==> src/sv/ucd_pkg.sv <==
// ----------------------------------------------------------------------------
// ucd_pkg: shared types and constants of the UART LED command decoder
// Character codes, match flag layout, response codes and the fixed-point
// reciprocal used to divide the scaled duty product by one hundred.
// ----------------------------------------------------------------------------
package ucd_pkg;

    localparam int LINE_DEPTH_DEF = 64;

    localparam logic [7:0] CH_BANG    = 8'd33;   // '!'
    localparam logic [7:0] CH_PERCENT = 8'd37;   // '%'
    localparam logic [7:0] CH_ZERO    = 8'd48;   // '0'
    localparam logic [7:0] CH_NINE    = 8'd57;   // '9'
    localparam logic [7:0] CH_NUL     = 8'd0;

    localparam logic [15:0] PERIOD_TOP_RESET = 16'd999;
    localparam logic [6:0]  PERCENT_RESET    = 7'd100;
    localparam logic [6:0]  PERCENT_MAX      = 7'd100;
    localparam logic [6:0]  DIGIT_SAT        = 7'd101;

    // floor(x / 100) == (x * RECIP_MUL) >> RECIP_SHIFT for x < 2^23
    localparam int          PROD_W      = 23;
    localparam int          RECIP_W     = 24;
    localparam int          RECIP_SHIFT = 30;
    localparam logic [RECIP_W-1:0] RECIP_MUL = 24'd10737419;

    // match flag bit positions
    localparam int F_ON     = 0;
    localparam int F_OFF    = 1;
    localparam int F_STATUS = 2;
    localparam int F_PWM    = 3;
    localparam logic [3:0] FLAGS_ALL = 4'b1111;

    typedef enum logic [1:0] {
        PH_DIGITS = 2'd0,
        PH_DONE   = 2'd1,
        PH_BAD    = 2'd2
    } phase_t;

    typedef enum logic [2:0] {
        RSP_LED_ON     = 3'd0,
        RSP_LED_OFF    = 3'd1,
        RSP_PWM_OK     = 3'd2,
        RSP_PWM_ERR    = 3'd3,
        RSP_STATUS_ON  = 3'd4,
        RSP_STATUS_OFF = 3'd5,
        RSP_UNKNOWN    = 3'd6
    } rsp_t;

    // parser verdict for the line closed by '!'
    typedef struct packed {
        logic       line_end;
        logic [3:0] flags;
        logic       pwm_ok;
    } cmd_t;

    function automatic logic [7:0] on_char(input logic [2:0] idx);
        logic [7:0] ch;
        case (idx)
            3'd0:    ch = "O";
            default: ch = "N";
        endcase
        return ch;
    endfunction

    function automatic logic [7:0] off_char(input logic [2:0] idx);
        logic [7:0] ch;
        case (idx)
            3'd0:    ch = "O";
            default: ch = "F";
        endcase
        return ch;
    endfunction

    function automatic logic [7:0] status_char(input logic [2:0] idx);
        logic [7:0] ch;
        case (idx)
            3'd0:    ch = "S";
            3'd1:    ch = "t";
            3'd2:    ch = "a";
            3'd3:    ch = "t";
            3'd4:    ch = "u";
            default: ch = "s";
        endcase
        return ch;
    endfunction

    function automatic logic [7:0] pwm_char(input logic [2:0] idx);
        logic [7:0] ch;
        case (idx)
            3'd0:    ch = "P";
            3'd1:    ch = "W";
            3'd2:    ch = "M";
            default: ch = ":";
        endcase
        return ch;
    endfunction

endpackage

==> src/sv/ucd_parser.sv <==
// ----------------------------------------------------------------------------
// ucd_parser: on-the-fly command line matcher
// Tracks the line position, the still-possible commands and the PWM number
// one byte per step, and reports the verdict when '!' closes the line.
// ----------------------------------------------------------------------------
module ucd_parser
    import ucd_pkg::*;
#(
    parameter int LINE_DEPTH = LINE_DEPTH_DEF
) (
    input  logic       aclk,
    input  logic       aresetn,
    input  logic       step,
    input  logic [7:0] rx_byte,
    output cmd_t       cmd,
    output logic [6:0] digit_value
);

    localparam int POS_W = $clog2(LINE_DEPTH);
    localparam logic [POS_W-1:0] POS_FULL = POS_W'(LINE_DEPTH - 1);

    logic [POS_W-1:0] pos_reg, pos_next;
    logic [3:0]       flags_reg, flags_next;
    logic             ended_reg, ended_next;
    phase_t           phase_reg, phase_next;
    logic [6:0]       digit_reg, digit_next;

    logic [3:0] closed_flags;
    logic [3:0] take_flags;
    logic [9:0] acc;
    logic       is_digit;

    // drop every command whose length cannot match the text so far
    always_comb begin
        closed_flags = flags_reg;
        if (pos_reg != POS_W'(2)) closed_flags[F_ON]     = 1'b0;
        if (pos_reg != POS_W'(3)) closed_flags[F_OFF]    = 1'b0;
        if (pos_reg != POS_W'(6)) closed_flags[F_STATUS] = 1'b0;
        if (pos_reg <  POS_W'(4)) closed_flags[F_PWM]    = 1'b0;
    end

    always_comb begin
        take_flags = flags_reg;
        if (pos_reg >= POS_W'(2) || on_char(pos_reg[2:0]) != rx_byte)
            take_flags[F_ON] = 1'b0;
        if (pos_reg >= POS_W'(3) || off_char(pos_reg[2:0]) != rx_byte)
            take_flags[F_OFF] = 1'b0;
        if (pos_reg >= POS_W'(6) || status_char(pos_reg[2:0]) != rx_byte)
            take_flags[F_STATUS] = 1'b0;
        if (pos_reg < POS_W'(4) && pwm_char(pos_reg[2:0]) != rx_byte)
            take_flags[F_PWM] = 1'b0;
    end

    assign is_digit = (rx_byte >= CH_ZERO) && (rx_byte <= CH_NINE);
    assign acc      = 10'(digit_reg) * 10'd10 + 10'(rx_byte[3:0]);

    always_comb begin
        pos_next   = pos_reg;
        flags_next = flags_reg;
        ended_next = ended_reg;
        phase_next = phase_reg;
        digit_next = digit_reg;
        if (step) begin
            if (rx_byte == CH_BANG || pos_reg == POS_FULL) begin
                // close or overflow: restart the line, overflow byte dropped
                pos_next   = '0;
                flags_next = FLAGS_ALL;
                ended_next = 1'b0;
                phase_next = PH_DIGITS;
                digit_next = '0;
            end else begin
                pos_next = pos_reg + POS_W'(1);
                if (!ended_reg) begin
                    if (rx_byte == CH_NUL) begin
                        flags_next = closed_flags;
                        ended_next = 1'b1;
                    end else begin
                        flags_next = take_flags;
                        if (pos_reg >= POS_W'(4) && phase_reg == PH_DIGITS) begin
                            if (is_digit) begin
                                digit_next = (acc > 10'(PERCENT_MAX)) ? DIGIT_SAT : acc[6:0];
                            end else if (rx_byte == CH_PERCENT) begin
                                phase_next = PH_DONE;
                            end else begin
                                phase_next = PH_BAD;
                            end
                        end
                    end
                end
            end
        end
    end

    always_ff @(posedge aclk) begin
        if (!aresetn) begin
            pos_reg   <= '0;
            flags_reg <= FLAGS_ALL;
            ended_reg <= 1'b0;
            phase_reg <= PH_DIGITS;
            digit_reg <= '0;
        end else begin
            pos_reg   <= pos_next;
            flags_reg <= flags_next;
            ended_reg <= ended_next;
            phase_reg <= phase_next;
            digit_reg <= digit_next;
        end
    end

    assign cmd.line_end = step && (rx_byte == CH_BANG);
    assign cmd.flags    = ended_reg ? flags_reg : closed_flags;
    assign cmd.pwm_ok   = (phase_reg == PH_DONE) && (digit_reg <= PERCENT_MAX);
    assign digit_value  = digit_reg;

endmodule

==> src/sv/ucd_scaler.sv <==
// ----------------------------------------------------------------------------
// ucd_scaler: duty compare value percent * period_top / 100
// Keeps both candidate products registered every cycle, then divides the
// selected one by one hundred through a reciprocal multiply.
// ----------------------------------------------------------------------------
module ucd_scaler
    import ucd_pkg::*;
(
    input  logic        aclk,
    input  logic [6:0]  digit_value,
    input  logic [6:0]  percent,
    input  logic [15:0] period_top,
    input  logic        sel_digit,
    output logic [15:0] scaled
);

    logic [PROD_W-1:0]         prod_dig_reg, prod_pct_reg;
    logic [PROD_W-1:0]         prod_sel;
    logic [PROD_W+RECIP_W-1:0] quot_full;

    // operands are registered and settle before the '!' that uses them
    always_ff @(posedge aclk) begin
        prod_dig_reg <= PROD_W'(digit_value) * PROD_W'(period_top);
        prod_pct_reg <= PROD_W'(percent) * PROD_W'(period_top);
    end

    assign prod_sel  = sel_digit ? prod_dig_reg : prod_pct_reg;
    assign quot_full = (PROD_W+RECIP_W)'(prod_sel) * (PROD_W+RECIP_W)'(RECIP_MUL);
    assign scaled    = quot_full[RECIP_SHIFT+15:RECIP_SHIFT];

endmodule

==> src/sv/uart_led_command_decoder.sv <==
// ----------------------------------------------------------------------------
// uart_led_command_decoder: LED command parser for a received UART stream
// Matches ON, OFF, Status and PWM:<n>% lines closed by '!' and keeps the
// LED state, stored percent and PWM compare value.
// ----------------------------------------------------------------------------
// Usage:
//   s_ channel: one received byte per beat in s_tdata[7:0].
//   m_ channel: one beat per '!' byte; all other bytes give no beat.
//   cfg channel: writes period_top, always ready; write only while idle.
//   Each byte is parsed straight out of the input register once it can
//   advance; the response beat for a '!' is registered and shown on m_
//   from the edge at which the '!' is parsed. One byte is accepted every
//   cycle while m_ is not stalled.
//   When the receiver stalls with a response pending, one more byte is
//   held in the input register and s_tready drops until m_tready returns.
//   Reset clears the line, turns the LED off, sets the percent to 100,
//   the compare value to 0 and period_top to 999. No clearing pass.
//   The line holds LINE_DEPTH-1 characters; the byte that overflows it is
//   dropped and the line restarts.
// ----------------------------------------------------------------------------
module uart_led_command_decoder
    import ucd_pkg::*;
#(
    parameter int LINE_DEPTH = LINE_DEPTH_DEF
) (
    input  logic        aclk,
    input  logic        aresetn,
    input  logic        s_tvalid,
    output logic        s_tready,
    input  logic [7:0]  s_tdata,    // [7:0] rx_byte
    output logic        m_tvalid,
    input  logic        m_tready,
    output logic [31:0] m_tdata,    // [2:0] response_code, [3] led_is_on,
                                    // [10:4] saved_percent, [26:11] duty_compare
    input  logic        cfg_valid,
    output logic        cfg_ready,
    input  logic [15:0] cfg_data    // period_top
);

    logic        in_valid_reg, in_valid_next;
    logic [7:0]  in_byte_reg;
    logic        m_valid_reg, m_valid_next;
    rsp_t        code_reg, code_next;
    logic        led_reg, led_next;
    logic [6:0]  percent_reg, percent_next;
    logic [15:0] compare_reg, compare_next;
    logic [15:0] period_top_reg;

    logic        advance;
    cmd_t        cmd;
    logic [6:0]  digit_value;
    logic        sel_digit;
    logic [15:0] scaled;

    assign advance   = in_valid_reg && (!m_valid_reg || m_tready);
    assign s_tready  = !in_valid_reg || advance;
    assign cfg_ready = 1'b1;

    ucd_parser #(
        .LINE_DEPTH(LINE_DEPTH)
    ) u_parser (
        .aclk       (aclk),
        .aresetn    (aresetn),
        .step       (advance),
        .rx_byte    (in_byte_reg),
        .cmd        (cmd),
        .digit_value(digit_value)
    );

    assign sel_digit = !cmd.flags[F_ON];

    ucd_scaler u_scaler (
        .aclk       (aclk),
        .digit_value(digit_value),
        .percent    (percent_reg),
        .period_top (period_top_reg),
        .sel_digit  (sel_digit),
        .scaled     (scaled)
    );

    // command decode, first match wins
    always_comb begin
        code_next    = code_reg;
        led_next     = led_reg;
        percent_next = percent_reg;
        compare_next = compare_reg;
        if (cmd.line_end) begin
            if (cmd.flags[F_ON]) begin
                led_next     = 1'b1;
                compare_next = scaled;
                code_next    = RSP_LED_ON;
            end else if (cmd.flags[F_OFF]) begin
                led_next     = 1'b0;
                compare_next = '0;
                code_next    = RSP_LED_OFF;
            end else if (cmd.flags[F_PWM]) begin
                if (cmd.pwm_ok) begin
                    percent_next = digit_value;
                    if (led_reg) compare_next = scaled;
                    code_next = RSP_PWM_OK;
                end else begin
                    code_next = RSP_PWM_ERR;
                end
            end else if (cmd.flags[F_STATUS]) begin
                code_next = led_reg ? RSP_STATUS_ON : RSP_STATUS_OFF;
            end else begin
                code_next = RSP_UNKNOWN;
            end
        end
    end

    always_comb begin
        in_valid_next = in_valid_reg;
        if (s_tready) in_valid_next = s_tvalid;
        m_valid_next = m_valid_reg;
        if (m_tready) m_valid_next = 1'b0;
        if (cmd.line_end) m_valid_next = 1'b1;
    end

    always_ff @(posedge aclk) begin
        if (!aresetn) begin
            in_valid_reg   <= 1'b0;
            m_valid_reg    <= 1'b0;
            code_reg       <= RSP_UNKNOWN;
            led_reg        <= 1'b0;
            percent_reg    <= PERCENT_RESET;
            compare_reg    <= '0;
            period_top_reg <= PERIOD_TOP_RESET;
        end else begin
            in_valid_reg <= in_valid_next;
            m_valid_reg  <= m_valid_next;
            code_reg     <= code_next;
            led_reg      <= led_next;
            percent_reg  <= percent_next;
            compare_reg  <= compare_next;
            if (cfg_valid) period_top_reg <= cfg_data;
        end
    end

    always_ff @(posedge aclk) begin
        if (s_tready && s_tvalid) in_byte_reg <= s_tdata;
    end

    // state only moves on '!', so the live state is the pending response
    assign m_tvalid = m_valid_reg;
    assign m_tdata  = {5'd0, compare_reg, percent_reg, led_reg, code_reg};

endmodule

==> config.mk <==
export PLATFORM = sky130hd
export DESIGN_NAME = uart_led_command_decoder
export DESIGN_NICKNAME = d
export VERILOG_FILES = /design/src/sv/ucd_pkg.sv /design/src/sv/ucd_parser.sv /design/src/sv/ucd_scaler.sv /design/src/sv/uart_led_command_decoder.sv
export SDC_FILE = /design/constraint.sdc
export NUM_CORES = 1
export LEC_CHECK = 0
export BUFFER_PORTS_ARGS = -buffer_cell sky130_fd_sc_hd__buf_2
export CAP_MARGIN = 30
export CORE_AREA = 10 10 225 227
export CTS_CLUSTER_DIAMETER = 60
export CTS_CLUSTER_SIZE = 40
export DETAILED_ROUTE_END_ITERATION = 8
export DIE_AREA = 0 0 235 237
export PLACE_DENSITY_LB_ADDON = 0.3
export SLEW_MARGIN = 5
export SYNTH_ARGS = -nofsm -noshare
export SYNTH_HDL_FRONTEND = slang
export SYNTH_SLANG_ARGS = --single-unit
==> constraint.sdc <==
create_clock -name aclk -period 9.85 [get_ports aclk]
set_clock_uncertainty 0.15 [all_clocks]
set_input_delay 0.4925 -clock aclk [delete_from_list [all_inputs] [get_ports aclk]]
set_output_delay 0.4925 -clock aclk [all_outputs]
set_load 0.05 [all_outputs]
==> results of run 1 <==
==> final timing paths <==
path	start	to	slack [ns]	depth (start not counted)
max	u_parser.pos_reg[2]	compare_reg[15]	0.82	26
min	s_tdata[3]	in_byte_reg[3]	0.07	1
max reg2reg	u_parser.pos_reg[2]	compare_reg[15]	0.82	26
min reg2reg	compare_reg[13]	compare_reg[13]	0.30	2
==> cell usage after synthesis, types with 17 or more instances <==
library cell,count
a21o_1,37
fa_1,332
a21oi_1,63
nor3_1,20
nor2_1,52
nand3_1,23
and2_1,72
mux2i_1,41
nand2_1,253
and3_1,17
xnor2_1,48
clkbuf_1,59
xor2_1,31
ha_1,339
nor2b_1,31
dfxtp_1,111
inv_1,461
o21ai_0,53
==> layout make-up <==
class | instances | share of cell area
Tap cell | 607 | 0.0345
Inverter | 461 | 0.0786
Sequential cell | 119 | 0.112
Timing Repair Buffer | 67 | 0.0164
Clock inverter | 15 | 0.00704
Multi-Input combinational cell | 1564 | 0.732
Clock buffer | 17 | 0.0193
==> power breakdown <==
group	total (uW)	internal, uW	switching (uW)
Sequential	574	529	44.9
Combinational	592	244	348
Clock	638	358	280
Total	1800	1130	673
==> stage by stage <==
step	std cells	util	total power (uW)
after floorplan	2213	-	1000
after global placement	2817	0.464	1170
after detailed placement	2818	0.465	1180
after CTS	2850	0.477	1820
after global routing	2850	0.477	1930
final	2850	0.477	1800
==> layout by cell type, fill, tap and decap left out, types with 7 or more instances in the layout <==
cell type,instances
inv_1,461
ha_1,339
fa_1,332
nand2_1,253
dfxtp_1,111
and2_1,72
a21oi_1,63
buf_2,57
o21ai_0,53
nor2_1,52
xnor2_1,48
mux2i_1,41
a21o_1,37
xor2_1,31
nor2b_1,31
nand3_1,23
nor3_1,20
and3_1,17
clkbuf_16,17
or2_2,11
nand2b_1,11
buf_4,10
mux2_2,9
nand4_1,8
a211oi_1,8
edfxtp_1,8
a21boi_0,7
==> critical path, cell delays in order, from the launching register on <==
cell,delay (ns)
dfxtp_1,0.46
or4_4,0.64
o21ai_4,0.42
buf_4,0.27
mux2i_1,0.50
inv_1,0.20
fa_1,0.55
fa_1,0.52
inv_1,0.05
fa_1,0.47
inv_1,0.05
fa_1,0.52
fa_1,0.44
fa_1,0.54
inv_1,0.06
fa_1,0.53
inv_1,0.04
ha_1,0.32
a21oi_1,0.16
o21ai_0,0.11
a311oi_1,0.42
nor2_1,0.10
nor3_1,0.45
a21oi_1,0.30
a311oi_1,0.38
xnor2_1,0.15
o21ai_0,0.08
==> routing by layer <==
metal  GRT usage  wire [um]  vias up
li1            -          -     7007
met1       0.242      23200     7405
met2       0.319      24600      377
met3      0.0357       2660       73
met4      0.0606       1350        0
met5           0          0        -
==> cells by family after synthesis <==
group,count (synthesis),share of synthesized area
adders and majority gates,671,0.529
buffers and inverters,530,0.0982
muxes,50,0.0248
and+or+nand+nor,524,0.122
AOI/OAI and AO/OA,234,0.0729
other,2,0.000365
xor gates and xnor gates,79,0.0336
DFF,119,0.120
==> results.cfg, run 1 <==
[routing]
wl_per_cell_um = 18.2
drc = 0
wl_mm = 51.8
firstDrtPassIters = 5
vias = 14900
viasPerCell = 5.21
first_iter_violations = 708
ant_nets = 0

[global_route]
grt_pass1_wl_mm = 84.6
first_global_vias = 16000
antenna_found_initial = 0
grt_start_max_net_pins = 43
gr-total-overflow = 0
grt_usage = 0.190

[sta]
timing.final.crit_share = 0.917
hold_ws_ns = 0.0747
relSlewSlack = 0.345
timing.fmax_mhz = 111
finalSetupViolations = 0
fin_tns_setup_ns = 0
finalHoldViolCount = 0
setup_ws_ns = 0.821
rsz0062_at_grt = false
fin_crit_ns = 9.03
tightest_slew_ns = 0.980
slew_viol_final = 0

[clock_tree]
clockBufferDepth = 2
root_buffer = clkbuf_16
cts_buffers = 17
h-tree-depth = 4
clkTransAtPathRegs_ns = 0.07
postCtsSetupRepairBufs = 0
postCtsHoldBufs = 0
clock_sinks = 119
cts_tree = built
insertion_delay_ns = 0.45
cts_resized = 0

[synth]
yosys.area.top_type = fa_1
synth_area_leaders = fa_1, ha_1, dfxtp_1
synthFlopType = dfxtp_1
async_reset_ff_frac = 0
ys_seq_elements = 119
synthCells = 2209
synth_edf_count = 8
synth_top_area_share = 0.323
synth-seq-area-share = 0.120
ys_types = 67
syn_area_per_cell_um2 = 9.32
yosys_warnings = 0
synth_area_um2 = 20600

[cells_and_area]
diodes = 0
nFillCells = 4387
multi_input_area_um2 = 16100
syn_to_final_growth_pct = 6.94
drive_gt1_frac = 0.0588
seq_area_um2 = 2460
nets = 2930
stdcell_area_um2 = 22000

[setup_path]
critPathCaptureType = flop
crit_arrival_ns = 9.19
crit_type = flop to flop
crit_path_start_kind = flop
cp.required_ns = 10.01
critPathMaxFanout = 17

[placed_design]
pre_cts_ws_ns = 0.794
dpl_cell_area_um2 = 21400
port_buffers = 57
gp_congestion = 0.967
hpwl_mm = 44.0

[power_and_ir_drop]
irDropWorstVdd_mv = 0.126
power.density_nw_per_um2 = 81.9
power_leakage_uw = 0.0122

[floorplan]
die-area_um2 = 55700
placement_rows = 79
start_util = 0.446
core_um2 = 46200
dieWidth_um = 235
io-pin-count = 64
dieHeight_um = 237

[job]
cap_violations = 0

[min_path]
hp-class = primary input to flop

[outcome]
status = finished, final reports clean
(Power assumes the default switching activity.)
==> run 2: changes to the inputs <==
- CORE_AREA: 10 10 225 227 -> 2 2 217 219
- DIE_AREA: 0 0 235 237 -> 0 0 219 221
- PLACE_DENSITY_LB_ADDON: 0.3 -> 0.15
==> run 2 against run 1 <==
Against the previous run: non-clock buffer count increased by 1; utilization increased by 0.12 points; power increased by 0.72%; cell count about the same; first-iteration DRC count decreased by 12%.
==> results.cfg, run 2 (synthesis results as in run 1) <==
[outcome]
status = finished, final reports clean

[routing]
drc = 0
ant_nets = 0
wl_per_cell_um = 18.1
wl_mm = 51.5
first_iter_violations = 624
firstDrtPassIters = 5
viasPerCell = 5.12
vias = 14600

[setup_path]
worstReg2RegEnd = compare_reg[14]
critPathCaptureType = flop
cp-startpoint = u_parser.pos_reg[2]
crit_path_end = compare_reg[14]
crit_path_max_incr_delay_ns = 0.63
crit_type = flop to flop
cp_common_cell = fa_1
path_depth = 25
r2r_slack_ns = 0.78
cp_top_family = adder cells
slowest_stage = or4_4
path_buf_inv = 5
r2r_start = u_parser.pos_reg[2]
crit_arrival_ns = 9.27
critPathMaxFanout = 17
r2r_cells = 25
crit_path_start_kind = flop
cp.required_ns = 10.05

[cells_and_area]
drive_gt1_frac = 0.0593
layout_commonest_cell = inv_1
nFillCells = 4478
stdcell_area_um2 = 22000
diodes = 0
multi_input_area_um2 = 16100
final_util = 0.478
seq_area_um2 = 2460
syn_to_final_growth_pct = 6.99
nets = 2931
layout_common_cells = inv_1, ha_1, fa_1

[clock_tree]
cts_resized = 0
postCtsSetupRepairBufs = 0
clockBufferDepth = 2
clock_sinks = 119
postCtsHoldBufs = 0
root_buffer = clkbuf_16
insertion_delay_ns = 0.46
clkTransAtPathRegs_ns = 0.06
h-tree-depth = 4
cts_buffers = 17
cts_tree = built

[sta]
slew_viol_final = 0
setup_ws_ns = 0.781
timing.final.crit_share = 0.921
finalHoldViolCount = 0
relSlewSlack = 0.372
finalSetupViolations = 0
rsz0062_at_grt = false
fin_crit_ns = 9.07
tightest_slew_ns = 0.941
fin_tns_setup_ns = 0
timing.fmax_mhz = 110

[placed_design]
hpwl_mm = 44.1
gp_congestion = 0.919
port_buffers = 57
pre_cts_ws_ns = 0.837
dpl_cell_area_um2 = 21500

[floorplan]
die-area_um2 = 48400
placement_rows = 79
dieWidth_um = 219
io-pin-count = 64
start_util = 0.447
core_um2 = 46100
dieHeight_um = 221

[global_route]
grt_start_max_net_pins = 43
antenna_found_initial = 1
first_global_vias = 15500
gr-total-overflow = 0
grt_usage = 0.224
grt_pass1_wl_mm = 83.7

[power_and_ir_drop]
p_sw_frac = 0.377
p_sw_uw = 685
irDropWorstVdd_mv = 0.124
p_int_uw = 1130
power_leakage_uw = 0.0122
seqPwrFrac = 0.318
total_power_uw = 1820
power.density_nw_per_um2 = 82.5
clockPowerShare = 0.352
combPwrFrac = 0.330

[job]
cap_violations = 0

[min_path]
hp-class = primary input to flop
run 2: cell count changes in the layout (fill, tap and decap cells not counted):
cell,before,now
inv_8,4,5
inv_6,6,4
buf_4,10,11
clkinv_4,1,2
run 2: worst min path at each step:
stage / cells past startpoint / to / start
2_1_floorplan: 1 / u_parser.flags_reg[2] / u_parser.flags_reg[2]
3_3_place_gp: 2 / compare_reg[9] / compare_reg[9]
3_5_place_dp: 2 / compare_reg[13] / compare_reg[13]
4_1_cts: 1 / in_byte_reg[5] / s_tdata[5]
5_1_grt: 1 / in_byte_reg[3] / s_tdata[3]
6_report: 1 / in_byte_reg[5] / s_tdata[5]
run 2: metal layers:
layer | vias up | share of wire | track usage
li1 | 7024 | - | -
met2 | 257 | 0.48 | 0.375
met5 | - | 0 | 0
met3 | 60 | 0.033 | 0.0324
met1 | 7254 | 0.46 | 0.299
met4 | 0 | 0.027 | 0.0658
run 2: power groups by stage:
stage	combinational [uW]	clock (uW)	sequential, uW
3_3_place_gp	596	0	592
2_1_floorplan	452	0	551
5_1_grt	685	676	584
4_1_cts	608	655	581
6_report	600	639	578
3_5_place_dp	603	0	592
run 2: final cells by class:
cell class | instances | share of cell area
Timing Repair Buffer | 68 | 0.0167
Inverter | 461 | 0.0785
Clock inverter | 15 | 0.00716
Clock buffer | 17 | 0.0193
Tap cell | 607 | 0.0345
Multi-Input combinational cell | 1564 | 0.732
Sequential cell | 119 | 0.112
run 2: metrics by stage:
stage          hold slack, ns  instances
3_3_place_gp            0.279       2818
6_report               0.0602       2851
5_1_grt                0.0440       2851
2_1_floorplan           0.269       2213
4_1_cts                0.0393       2851
3_5_place_dp            0.287       2819
